$ cat config.mk
export PLATFORM = sky130hd
export DESIGN_NAME = fixed_unit_free_list_allocator_unit
export DESIGN_NICKNAME = d
export VERILOG_FILES = /design/src/fla_pkg.sv /design/src/fixed_unit_free_list_allocator_unit.sv /design/src/fla_ctrl.sv /design/src/fla_datapath.sv
export SDC_FILE = /design/constraint.sdc
export NUM_CORES = 2
export LEC_CHECK = 0
export BUFFER_PORTS_ARGS = -buffer_cell sky130_fd_sc_hd__buf_2
export CAP_MARGIN = 20
export CELL_PAD_IN_SITES_DETAIL_PLACEMENT = 0
export CELL_PAD_IN_SITES_GLOBAL_PLACEMENT = 1
export CORE_UTILIZATION = 51
export DETAILED_ROUTE_END_ITERATION = 10
export GPL_TIMING_DRIVEN = 0
export PLACE_DENSITY_LB_ADDON = 0.2
export SYNTH_ARGS = -nofsm -noshare
export SYNTH_HDL_FRONTEND = slang
export SYNTH_HIERARCHICAL = 1
export SYNTH_SLANG_ARGS = --single-unit
$ cat constraint.sdc
create_clock -name clk -period 8.9 [get_ports clk]
set_input_delay 0.445 -clock clk [delete_from_list [all_inputs] [get_ports clk]]
set_output_delay 0.445 -clock clk [all_outputs]
set_load 0.02 [all_outputs]
$ cat src/fla_pkg.sv
package fla_pkg;

  // Field widths of the stream and configuration payloads
  localparam int IDX_W    = 8;
  localparam int STATUS_W = 2;
  localparam int OFFSET_W = 18;
  localparam int COUNT_W  = 9;
  localparam int POOL_W   = 9;
  localparam int REQ_W    = 11;
  localparam int CFG_IDX_W  = 1;
  localparam int CFG_DATA_W = 11;
  localparam int IN_TDATA_W  = 8;
  localparam int OUT_TDATA_W = 40;

  // Operation codes carried on the input tuser
  localparam logic OP_ALLOC = 1'b0;
  localparam logic OP_FREE  = 1'b1;

  // Result status codes carried on the output tuser
  localparam logic [STATUS_W-1:0] STATUS_OK        = 2'd0;
  localparam logic [STATUS_W-1:0] STATUS_EXHAUSTED = 2'd1;
  localparam logic [STATUS_W-1:0] STATUS_REJECTED  = 2'd2;

  // Configuration register indexes
  localparam logic [CFG_IDX_W-1:0] REG_POOL_UNITS   = 1'd0;
  localparam logic [CFG_IDX_W-1:0] REG_UNIT_REQUEST = 1'd1;

  // Register reset values
  localparam logic [POOL_W-1:0] POOL_UNITS_RST   = 9'd256;
  localparam logic [REQ_W-1:0]  UNIT_REQUEST_RST = 11'd8;

  // Commands from the controller to the datapath
  typedef struct packed {
    logic capture;  // latch the input beat
    logic exec;     // apply the operation and load the result register
  } cmd_t;

endpackage

$ cat src/fixed_unit_free_list_allocator_unit.sv
// Free-list allocator for one pool of equal-size units.
// Input stream: s_tuser selects the operation (allocate or free), s_tdata
// carries the unit index to free. Output stream: m_tuser carries the status,
// m_tdata the granted index, its byte offset and the free count after the
// operation. Configuration: cfg_we writes pool_units (index 0) or
// unit_request (index 1); the user must do so only while no operation is in
// flight; the block itself does not enforce it. Timing: an input beat is
// taken in the idle state and executed in the exec state, which loads the
// result register; no new beat is taken until the last has executed, as
// the link of the list head comes from a synchronous link memory read
// that must settle after each pop or push before the next pop.
// The result register lets the next input beat be taken while a result waits;
// when the receiver stalls, the pending operation holds until the result
// register drains, and s_tready stays low meanwhile.
// Reset (synchronous, rst high) empties the free list, restarts fresh units
// at index 0, and loads pool_units = 256 and unit_request = 8. The link
// memory is not cleared; only entries already written are ever used.
module fixed_unit_free_list_allocator_unit #(
  parameter int NUM_UNITS = 256
) (
  input  logic                           clk,
  input  logic                           rst,
  input  logic                           s_tvalid,
  output logic                           s_tready,
  input  logic [fla_pkg::IN_TDATA_W-1:0] s_tdata,   // [7:0] unit_index
  input  logic                           s_tuser,   // [0] op
  output logic                           m_tvalid,
  input  logic                           m_tready,
  // [7:0] granted_index, [25:8] byte_offset, [34:26] free_count, [39:35] zero
  output logic [fla_pkg::OUT_TDATA_W-1:0] m_tdata,
  output logic [fla_pkg::STATUS_W-1:0]    m_tuser,  // [1:0] status
  input  logic                            cfg_we,
  input  logic [fla_pkg::CFG_IDX_W-1:0]   cfg_index,
  input  logic [fla_pkg::CFG_DATA_W-1:0]  cfg_data
);

  fla_pkg::cmd_t cmd;

  logic [fla_pkg::IDX_W-1:0]    granted_index;
  logic [fla_pkg::OFFSET_W-1:0] byte_offset;
  logic [fla_pkg::COUNT_W-1:0]  free_count;

  // Sequence capture and execute, and own the output valid
  fla_ctrl u_ctrl (
    .clk      (clk),
    .rst      (rst),
    .s_tvalid (s_tvalid),
    .s_tready (s_tready),
    .m_tvalid (m_tvalid),
    .m_tready (m_tready),
    .cmd      (cmd)
  );

  // Hold list state, link memory, registers and the result payload
  fla_datapath #(
    .NUM_UNITS (NUM_UNITS)
  ) u_datapath (
    .clk           (clk),
    .rst           (rst),
    .cmd           (cmd),
    .in_op         (s_tuser),
    .in_index      (s_tdata[fla_pkg::IDX_W-1:0]),
    .cfg_we        (cfg_we),
    .cfg_index     (cfg_index),
    .cfg_data      (cfg_data),
    .status        (m_tuser),
    .granted_index (granted_index),
    .byte_offset   (byte_offset),
    .free_count    (free_count)
  );

  // Pack the result fields from the lowest bit up, zero fill to whole bytes
  assign m_tdata = {5'd0, free_count, byte_offset, granted_index};

endmodule

$ cat src/fla_ctrl.sv
module fla_ctrl (
  input  logic          clk,
  input  logic          rst,
  input  logic          s_tvalid,
  output logic          s_tready,
  output logic          m_tvalid,
  input  logic          m_tready,
  output fla_pkg::cmd_t cmd
);

  typedef enum logic {
    ST_IDLE,
    ST_EXEC
  } state_t;

  state_t state;

  always_comb begin
    s_tready    = (state == ST_IDLE);
    cmd.capture = s_tvalid && (state == ST_IDLE);
    // Execute only when the result register is empty or drains this cycle
    cmd.exec    = (state == ST_EXEC) && (!m_tvalid || m_tready);
  end

  always_ff @(posedge clk) begin
    if (rst) begin
      state    <= ST_IDLE;
      m_tvalid <= 1'b0;
    end else begin
      case (state)
        ST_IDLE: begin
          if (cmd.capture) begin
            state <= ST_EXEC;
          end
        end
        ST_EXEC: begin
          if (cmd.exec) begin
            state <= ST_IDLE;
          end
        end
        default: begin
          state <= ST_IDLE;
        end
      endcase
      if (cmd.exec) begin
        m_tvalid <= 1'b1;
      end else if (m_tready) begin
        m_tvalid <= 1'b0;
      end
    end
  end

endmodule

$ cat src/fla_datapath.sv
module fla_datapath #(
  parameter int NUM_UNITS = 256
) (
  input  logic                              clk,
  input  logic                              rst,
  input  fla_pkg::cmd_t                     cmd,
  input  logic                              in_op,
  input  logic [fla_pkg::IDX_W-1:0]         in_index,
  input  logic                              cfg_we,
  input  logic [fla_pkg::CFG_IDX_W-1:0]     cfg_index,
  input  logic [fla_pkg::CFG_DATA_W-1:0]    cfg_data,
  output logic [fla_pkg::STATUS_W-1:0]      status,
  output logic [fla_pkg::IDX_W-1:0]         granted_index,
  output logic [fla_pkg::OFFSET_W-1:0]      byte_offset,
  output logic [fla_pkg::COUNT_W-1:0]       free_count
);

  localparam int AW = (NUM_UNITS > 1) ? $clog2(NUM_UNITS) : 1;
  // Largest pool the built memory can serve, clamped to the register range
  localparam logic [fla_pkg::POOL_W-1:0] CAP =
    (NUM_UNITS > 511) ? 9'd511 : 9'(NUM_UNITS);

  logic [fla_pkg::IDX_W-1:0] link_mem [NUM_UNITS];
  logic [fla_pkg::IDX_W-1:0] link_rd;

  logic [fla_pkg::POOL_W-1:0]  pool_units;
  logic [fla_pkg::REQ_W-1:0]   unit_request;
  logic [fla_pkg::IDX_W-1:0]   list_head, list_head_next;
  logic [fla_pkg::COUNT_W-1:0] listed_count, listed_count_next;
  logic [fla_pkg::POOL_W-1:0]  fresh_next, fresh_next_next;
  logic                        op_q;
  logic [fla_pkg::IDX_W-1:0]   idx_q;

  logic [fla_pkg::POOL_W-1:0]  eff_pool;
  logic [fla_pkg::POOL_W-1:0]  fresh_now, fresh_after;
  logic [fla_pkg::COUNT_W-1:0] count_now, count_after;
  // One bit beyond the request: the largest requests round up to 2048
  logic [fla_pkg::REQ_W:0]     rounded;
  logic [fla_pkg::POOL_W-1:0]  granted;
  logic [fla_pkg::STATUS_W-1:0] status_c;
  logic                        push;
  logic [fla_pkg::POOL_W+fla_pkg::REQ_W:0] product;

  always_comb begin
    eff_pool  = (pool_units < CAP) ? pool_units : CAP;
    fresh_now = (eff_pool > fresh_next) ? eff_pool - fresh_next : '0;
    count_now = listed_count + fresh_now;

    // Round the request: below 2 to 2, up to 4 to 4, else up to a multiple of 8
    if (unit_request > 11'd4) begin
      rounded = ({1'b0, unit_request} + 12'd7) & ~12'd7;
    end else if (unit_request < 11'd2) begin
      rounded = 12'd2;
    end else begin
      rounded = 12'd4;
    end

    list_head_next    = list_head;
    listed_count_next = listed_count;
    fresh_next_next   = fresh_next;
    granted           = '0;
    status_c          = fla_pkg::STATUS_OK;
    push              = 1'b0;

    if (op_q == fla_pkg::OP_ALLOC) begin
      if (listed_count != '0) begin
        granted           = {1'b0, list_head};
        list_head_next    = link_rd;
        listed_count_next = listed_count - 9'd1;
      end else if (fresh_next < eff_pool) begin
        granted         = fresh_next;
        fresh_next_next = fresh_next + 9'd1;
      end else begin
        status_c = fla_pkg::STATUS_EXHAUSTED;
      end
    end else begin
      if (({1'b0, idx_q} >= fresh_next) || ({1'b0, idx_q} >= CAP) ||
          (count_now >= eff_pool)) begin
        status_c = fla_pkg::STATUS_REJECTED;
      end else begin
        push              = 1'b1;
        list_head_next    = idx_q;
        listed_count_next = listed_count + 9'd1;
      end
    end

    fresh_after = (eff_pool > fresh_next_next) ? eff_pool - fresh_next_next : '0;
    count_after = listed_count_next + fresh_after;
    product     = granted * rounded;
  end

  // Link memory: one write port, one registered read of the current head
  always_ff @(posedge clk) begin
    if (cmd.exec && push) begin
      link_mem[AW'(idx_q)] <= list_head;
    end
    link_rd <= link_mem[AW'(list_head)];
  end

  always_ff @(posedge clk) begin
    if (rst) begin
      pool_units   <= fla_pkg::POOL_UNITS_RST;
      unit_request <= fla_pkg::UNIT_REQUEST_RST;
      list_head    <= '0;
      listed_count <= '0;
      fresh_next   <= '0;
    end else begin
      if (cfg_we) begin
        case (cfg_index)
          fla_pkg::REG_POOL_UNITS:   pool_units   <= cfg_data[fla_pkg::POOL_W-1:0];
          fla_pkg::REG_UNIT_REQUEST: unit_request <= cfg_data[fla_pkg::REQ_W-1:0];
          default: ;
        endcase
      end
      if (cmd.exec) begin
        list_head    <= list_head_next;
        listed_count <= listed_count_next;
        fresh_next   <= fresh_next_next;
      end
    end
  end

  // Input latch and result register carry payload only
  always_ff @(posedge clk) begin
    if (cmd.capture) begin
      op_q  <= in_op;
      idx_q <= in_index;
    end
    if (cmd.exec) begin
      status        <= status_c;
      granted_index <= granted[fla_pkg::IDX_W-1:0];
      byte_offset   <= product[fla_pkg::OFFSET_W-1:0];
      free_count    <= count_after;
    end
  end

endmodule

# Yosys cells after proc, flatten, opt, wreduce, memory -nomap -nowiden
# Memory sizes are Yosys's and may differ from the RTL's. A register that Yosys moved wholly into a read port is not among the register bits.
# Index checks and enable logic that the tools add are counted.
dict set report totals {
  regBits 94
  ram_bits 2048
  in_bits 26
  out_inout_bits 44
  wordCells 76
  mem_count 1
}
dict set report classes {
  n_addsub 8
  multipliers 1
  n_lt_le_gt_ge 8
  n_eq_ne 1
  n_mux 30
  n_bitwise 2
  n_reduce_logical 12
}
# memory depth word_bits read_ports rd_clocked_by_memory_dff wr line
set mem_list {}
lappend mem_list {u_datapath.link_mem 256 8 1 1 1 fla_datapath.sv:23} ;# logic [fla_pkg::IDX_W-1:0] link_mem [NUM_UNITS];
# cell n
set op_table {}
lappend op_table {{2-to-1 mux 9 bit} 12}
lappend op_table {{2-to-1 mux 8 bit} 3}
lappend op_table {{adder 9 x 1 -> 9 bit, second input constant} 2}
lappend op_table {{adder 9 bit} 2}
lappend op_table {{greater-than comparator 9 bit} 2}
lappend op_table {{multiplier 9 x 12 -> 18 bit} 1}
lappend op_table {{subtractor 9 bit} 2}
lappend op_table {{adder 11 x 3 -> 12 bit, second input constant} 1}
lappend op_table {{2-to-1 mux 12 bit} 1}
lappend op_table {{greater-than comparator 11 x 3 -> 1 bit, second input constant} 1}
lappend op_table {{less-than comparator 11 x 2 -> 1 bit, second input constant} 1}
lappend op_table {{>= comparator 8 x 9 -> 1 bit} 1}
lappend op_table {{>= comparator 9 bit} 1}
lappend op_table {{less-than comparator 9 bit} 1}
lappend op_table {{less-than comparator 9 bit, second input constant} 1}
lappend op_table {{2-to-1 mux 1 bit} 9}
lappend op_table {{nonzero test 9 bit} 1}
lappend op_table {{subtractor 9 x 1 -> 9 bit, second input constant} 1}
lappend op_table {{2-to-1 mux 2 bit} 3}
lappend op_table {{AND reduction 2 bit} 2}
lappend op_table {{nonzero test 2 bit} 2}
lappend op_table {{logical AND 1 bit} 3}
lappend op_table {{2-to-1 mux 3 bit} 1}
lappend op_table {{AND reduction 3 bit} 1}
lappend op_table {{5 further kinds} 7}

# Longest topological paths before layout
dict set report depth {
  word_depth 12
  depth_mapped 43
  ltp_nobuf 41
}

# Cells and area by module
# Netlist, hierarchy kept.
# module instances cells_per_inst area_per_inst_um2 seq_area_each_um2
set modules_own_cells {}
lappend modules_own_cells {fla_datapath 1 4223 87574.0 63931.3}
lappend modules_own_cells {fla_ctrl 1 9 87.6 40.0}
lappend modules_own_cells {fixed_unit_free_list_allocator_unit 1 6 41.3 0.0}

# Worst setup path after synthesis
# OpenSTA, ideal clock, no wires.
dict set report synth_path {
  path_type {reg2reg}
  from {register u_datapath/list_head[2] (netlist bit)}
  to {register u_datapath/byte_offset[16] (netlist bit), data pin}
  setup_ps 266
  arrival_ps 8590
  required_time_ps 8634
  setup_slack_ps 44
  path_stages_with_launch 25
  n_path_buf 4
  synth_period_minus_slack_ps 8856
  cell_sequence {dfxtp_1 clkbuf_1 clkbuf_1 clkbuf_1 a22o_1 clkbuf_1 nand2_1 fa_1 fa_1 inv_1 ha_1 inv_1 fa_1 inv_1 ha_1 a21o_1 a21oi_1 o21ai_0 a21oi_1 nor2b_1 o21a_1 nor3_1 nor2_1 o41ai_1 xnor2_1}
}
dict set report synth_between {
  elab_chain_len 3
}
# item line
set synth_lines {}
lappend synth_lines {{start: declaration} fla_datapath.sv:28} ;# logic [fla_pkg::IDX_W-1:0] list_head, list_head_next;
lappend synth_lines {{start signal: assignment} fla_datapath.sv:116} ;# list_head <= list_head_next;
lappend synth_lines {{2-to-1 mux 9 bit} fla_datapath.sv:66} ;# if (listed_count != '0) begin
lappend synth_lines {{2-to-1 mux 9 bit} fla_datapath.sv:65} ;# if (op_q == fla_pkg::OP_ALLOC) begin
lappend synth_lines {{via u_datapath.granted, one bit} fla_datapath.sv:39} ;# logic [fla_pkg::POOL_W-1:0] granted;
lappend synth_lines {{multiplier 9 x 12 -> 18 bit} fla_datapath.sv:89} ;# product = granted * rounded;
lappend synth_lines {{via u_datapath.product, one bit} fla_datapath.sv:42} ;# logic [fla_pkg::POOL_W+fla_pkg::REQ_W:0] product;
lappend synth_lines {{end signal: assignment} fla_datapath.sv:132} ;# byte_offset <= product[fla_pkg::OFFSET_W-1:0];
lappend synth_lines {{end: declaration} fla_datapath.sv:14} ;# output logic [fla_pkg::OFFSET_W-1:0] byte_offset,
# The timed path passes the listed nets, and every way through them passes these cells.
# A chain may end at the register's enable or synchronous reset.

# Worst setup path after layout
dict set report layout_path {
  from {register u_datapath/pool_units[8] (netlist bit)}
  to {memory u_datapath/link_mem[123][5] (netlist bit) (enable)}
}
dict set report layout_between {
  elab_chain_len 12
  elab_cells_between_ends 13
  cone_classes {add/sub (2); order compare (3); mux (6); reduce/logical (2)}
}
# item line
set layout_lines {}
lappend layout_lines {{start: declaration} fla_datapath.sv:26} ;# logic [fla_pkg::POOL_W-1:0] pool_units;
lappend layout_lines {{start signal: assignment} fla_datapath.sv:102} ;# pool_units <= fla_pkg::POOL_UNITS_RST;
lappend layout_lines {{start signal: assignment} fla_datapath.sv:110} ;# fla_pkg::REG_POOL_UNITS: pool_units <= cfg_data[fla_pkg::POOL_W-1:0];
lappend layout_lines {{less-than comparator 9 bit} fla_datapath.sv:45} ;# eff_pool = (pool_units < CAP) ? pool_units : CAP;
lappend layout_lines {{2-to-1 mux 9 bit *} fla_datapath.sv:45}
lappend layout_lines {{subtractor 9 bit / greater-than comparator 9 bit (equally long branches)} fla_datapath.sv:46} ;# fresh_now = (eff_pool > fresh_next) ? eff_pool - fresh_next : '0;
lappend layout_lines {{2-to-1 mux 9 bit} fla_datapath.sv:46}
lappend layout_lines {{adder 9 bit} fla_datapath.sv:47} ;# count_now = listed_count + fresh_now;
lappend layout_lines {{>= comparator 9 bit *} fla_datapath.sv:78} ;# (count_now >= eff_pool)) begin
lappend layout_lines {{logical OR 1 bit *} fla_datapath.sv:77} ;# if (({1'b0, idx_q} >= fresh_next) || ({1'b0, idx_q} >= CAP) ||
lappend layout_lines {{2-to-1 mux 1 bit *} fla_datapath.sv:77}
lappend layout_lines {{2-to-1 mux 1 bit *} fla_datapath.sv:65}
lappend layout_lines {{logical AND 1 bit *} fla_datapath.sv:94} ;# if (cmd.exec && push) begin
lappend layout_lines {{2-to-1 mux 1 bit *} fla_datapath.sv:94}
lappend layout_lines {{2-to-1 mux 1 bit (implied by the code) *} fla_datapath.sv:95} ;# link_mem[AW'(idx_q)] <= list_head;
lappend layout_lines {{end: declaration} fla_datapath.sv:23}
# Every way passes the cells marked *; elsewhere a longest branch is shown, timed or not.

==> results.md <==
- Crit path kind: reg2reg
- Worst-margin pin slew: 1.280 ns
- Register area: 64000 sq um
- Register area share after synthesis: 72.94%
- NumNets Final: 4758
- Outcome: complete, no violations
- Die area: 173600 sq um
- Post-DRT Antenna Nets: 0
- Cell row count: 151
- Final period util: 93.98%
- First-pass DRT Iterations: 6
- Total power: 21.50 mW
- CP max stage cell: nor2_1
- H-tree depth: 4
- Final hold slack: 0.2329 ns
- Final non-filler cell area: 98960 sq um
- Drt first-iter violations: 5138
- Worst path arrival time: 8.86 ns
- Syn avg cell area: 20.69 sq um
- Hold_sp: s_tvalid
- Clk buf depth: 3
- Worst path bufs/invs: 6
- CTS tree: done
- CTS sink cnt: 2149
- RSZ-0062 raised after global routing: no
- Port buffer count: 63
- Synth Warn #: 6
- Hpwl dp: 150.4 mm
- Post-synthesis cell count: 4238
- Hold Vio Cnt, Final: 0
- Critical Path RT: 9.39 ns
- Ratio of cells with drive above 1 in the final layout: 25.16%
- Ports: 70
- PD cells: 217.3 nW/um^2
- Routed wire length: 219.7 mm
- WL met3: 18.00 mm
- Synth cell types: 78
- Tot GR Track Use: 25.68%
- Critical Path Source: u_datapath/pool_units[8]
- Post-Route Skew: 0.04207 ns
- GPL Wtd Cong: 0.8696
- Max cap viols: 0
- Worst skew pair latency: 0.88 ns
- Total CTS buffers: 213
- Drt drc: 0
- Core area: 170000 sq um
- Area Overhead vs Synth: 12.83%
- Ys async rst share: 0%
- Final count of negative-setup-slack endpoints: 0
- Die Y-Extent: 416.7 microns
- Worst-path clk slew: 0.06 ns
- Initial Util: 51.58%
- Flops & latches, synth: 2149
- CP delay by family, top: compound AO/OA/AOI/OAI gates
- Cell mode on critical path: a21oi_1
- Pre-CTS setup slack: 0.2657 ns
- Beginning of the worst register-to-register path: u_datapath/pool_units[8]
- Slew margin rel.: 14.66%
- DP Area: 91750 sq um
- Metal-1 WL: 88.96 mm
- Synth Cell Area: 87700 sq um
- Post-CTS setup buffers: 0
- VDD IR max: 0.2342 mV
- HP Class: in2reg
- Area of the multi-input gates: 22270 sq um
- Max Freq: 119.6 MHz
- Synth Flop Type: edfxtp_1
- Max Slew Vio Count: 0
- Clk root buf: clkbuf_16
- Largest net degree at the start of global routing: 97
- Final setup margin: 0.5354 ns
- Gr ovfl total: 0
- Max layer used: met4
- Via density: 6.177
- CP endpoint kind: flop
- Crit path time final: 8.365 ns
- Worst setup SP type: flop
- Vias: 43200
- Antenna violations before repair: 7
- EDFF count, synth: 2093
- First-pass GRT wire length: 314.3 mm
- Critical Path Fanout Max: 11
- Leak: 33.46 nW
- Vias in the first global route: 43120
- Setup_tns: 0 ns
- WL per Instance: 31.41 microns
- Die Wd: 416.7 microns
- Fill count: 12480
- Max stage delay on crit path: 0.73 ns
- WL met2: 106.6 mm
## power breakdown
group | internal, mW | switching, mW | total (mW)
logic | 0.576 | 0.911 | 1.49
registers | 11.2 | 0.0559 | 11.2
clock network | 4.95 | 3.85 | 8.79
total | 16.7 | 4.81 | 21.5
## layout make-up
cell class / instances / share of cell area, %
diodes: 3 / 0.007586
repair buffers: 131 / 1.537
clock buffers: 261 / 5.600
plain buffers: 228 / 0.9938
multi-input cells: 1726 / 22.51
flip-flops and latches: 2149 / 64.67
clock inverters: 140 / 1.352
inverters: 138 / 0.5234
well taps: 2218 / 2.804
## stage by stage
step,instances,util (%)
3_3_place_gp,6523,53.40
3_5_place_dp,6562,53.96
6_report,6994,58.20
2_1_floorplan,4242,-
5_1_grt,6991,58.19
4_1_cts,6990,58.16
## timing repair
action | in CTS | in global routing
resized for setup | 0 | 7
hold buffers | 27 | 0
endpoints found under the hold margin | 31 | 0
endpoints found under the setup margin | 0 | 336
## flip-flops by register name, indices dropped and copies added (netlist names)
register                  count
u_datapath/link_mem        2048
u_datapath/byte_offset       17
u_datapath/unit_request      11
u_datapath/free_count         9
u_datapath/fresh_next         9
u_datapath/listed_count       9
u_datapath/pool_units         9
u_datapath/granted_index      8
u_datapath/idx_q              8
u_datapath/link_rd            8
u_datapath/list_head          8
u_datapath/status             2
u_ctrl/m_tvalid               1
u_ctrl/state                  1
u_datapath/op_q               1
## worst paths after layout
kind	cells past startpoint	endpoint	slack, ns
setup / recovery	31	u_datapath/link_mem[123][5]	0.54
hold / removal	2	u_datapath/op_q	0.23
setup reg to reg	31	u_datapath/link_mem[123][5]	0.54
hold reg to reg	2	u_datapath/pool_units[1]	0.45
## synth_stat cells, types with 11 or more instances
cell type  count  area [sq um]
xnor2_1       60         525.5
nand2_1      147         551.8
mux2i_1       14         140.1
o21ai_0       22         110.1
mux4_2       680         15310
buf_2         53         265.3
buf_1         19         71.32
nor3_1        19         95.09
dfxtp_1       56          1121
nand2b_1      11         68.82
xor2_1        20         175.2
fa_1          66          1321
inv_1        136         510.5
nand3_1       21         105.1
edfxtp_1    2093         62850
nor2_1       372          1396
a21oi_1       56         280.3
ha_1          79         988.5
clkbuf_1     147         551.8
a211oi_1      11         82.58
nor2b_1       16         100.1
## logic make-up after synthesis
kind of cell	count (synthesis)	share of synthesized area, %
AO/OA/AOI/OAI	156	1.143
XOR/XNOR	80	0.7989
adder cells (fa/ha/maj)	147	2.658
buffers and inverters	367	1.691
flip-flops	2149	72.94
multiplexers	695	17.63
other	2	0.008563
AND/OR/NAND/NOR	642	3.126
## layout by cell type, fill, tap and decap left out, types with 11 or more instances in the layout
cell	n
mux2i_1	14
xnor2_1	60
bufinv_16	17
o21ai_0	22
nand3_1	21
buf_2	116
clkinv_2	45
mux4_2	680
dfxtp_1	48
nor3_1	19
nor2_1	371
dlygate4sd3_1	27
xor2_1	20
ha_1	79
inv_1	136
fa_1	66
edfxtp_1	2093
clkbuf_1	178
a21oi_1	56
buf_1	19
nand2_1	147
nand2b_1	11
clkbuf_2	14
clkinv_1	53
clkbuf_16	214
a211oi_1	11
nor2b_1	16
buf_16	25
buf_8	11
## metal layers
metal	vias to the layer above	track usage [%]
met5	-	0
met4	0	7.303
met3	306	4.464
met2	1865	41.07
met1	23050	36.76
li1	17970	-
Note: power is estimated with default switching activity, not from simulation.
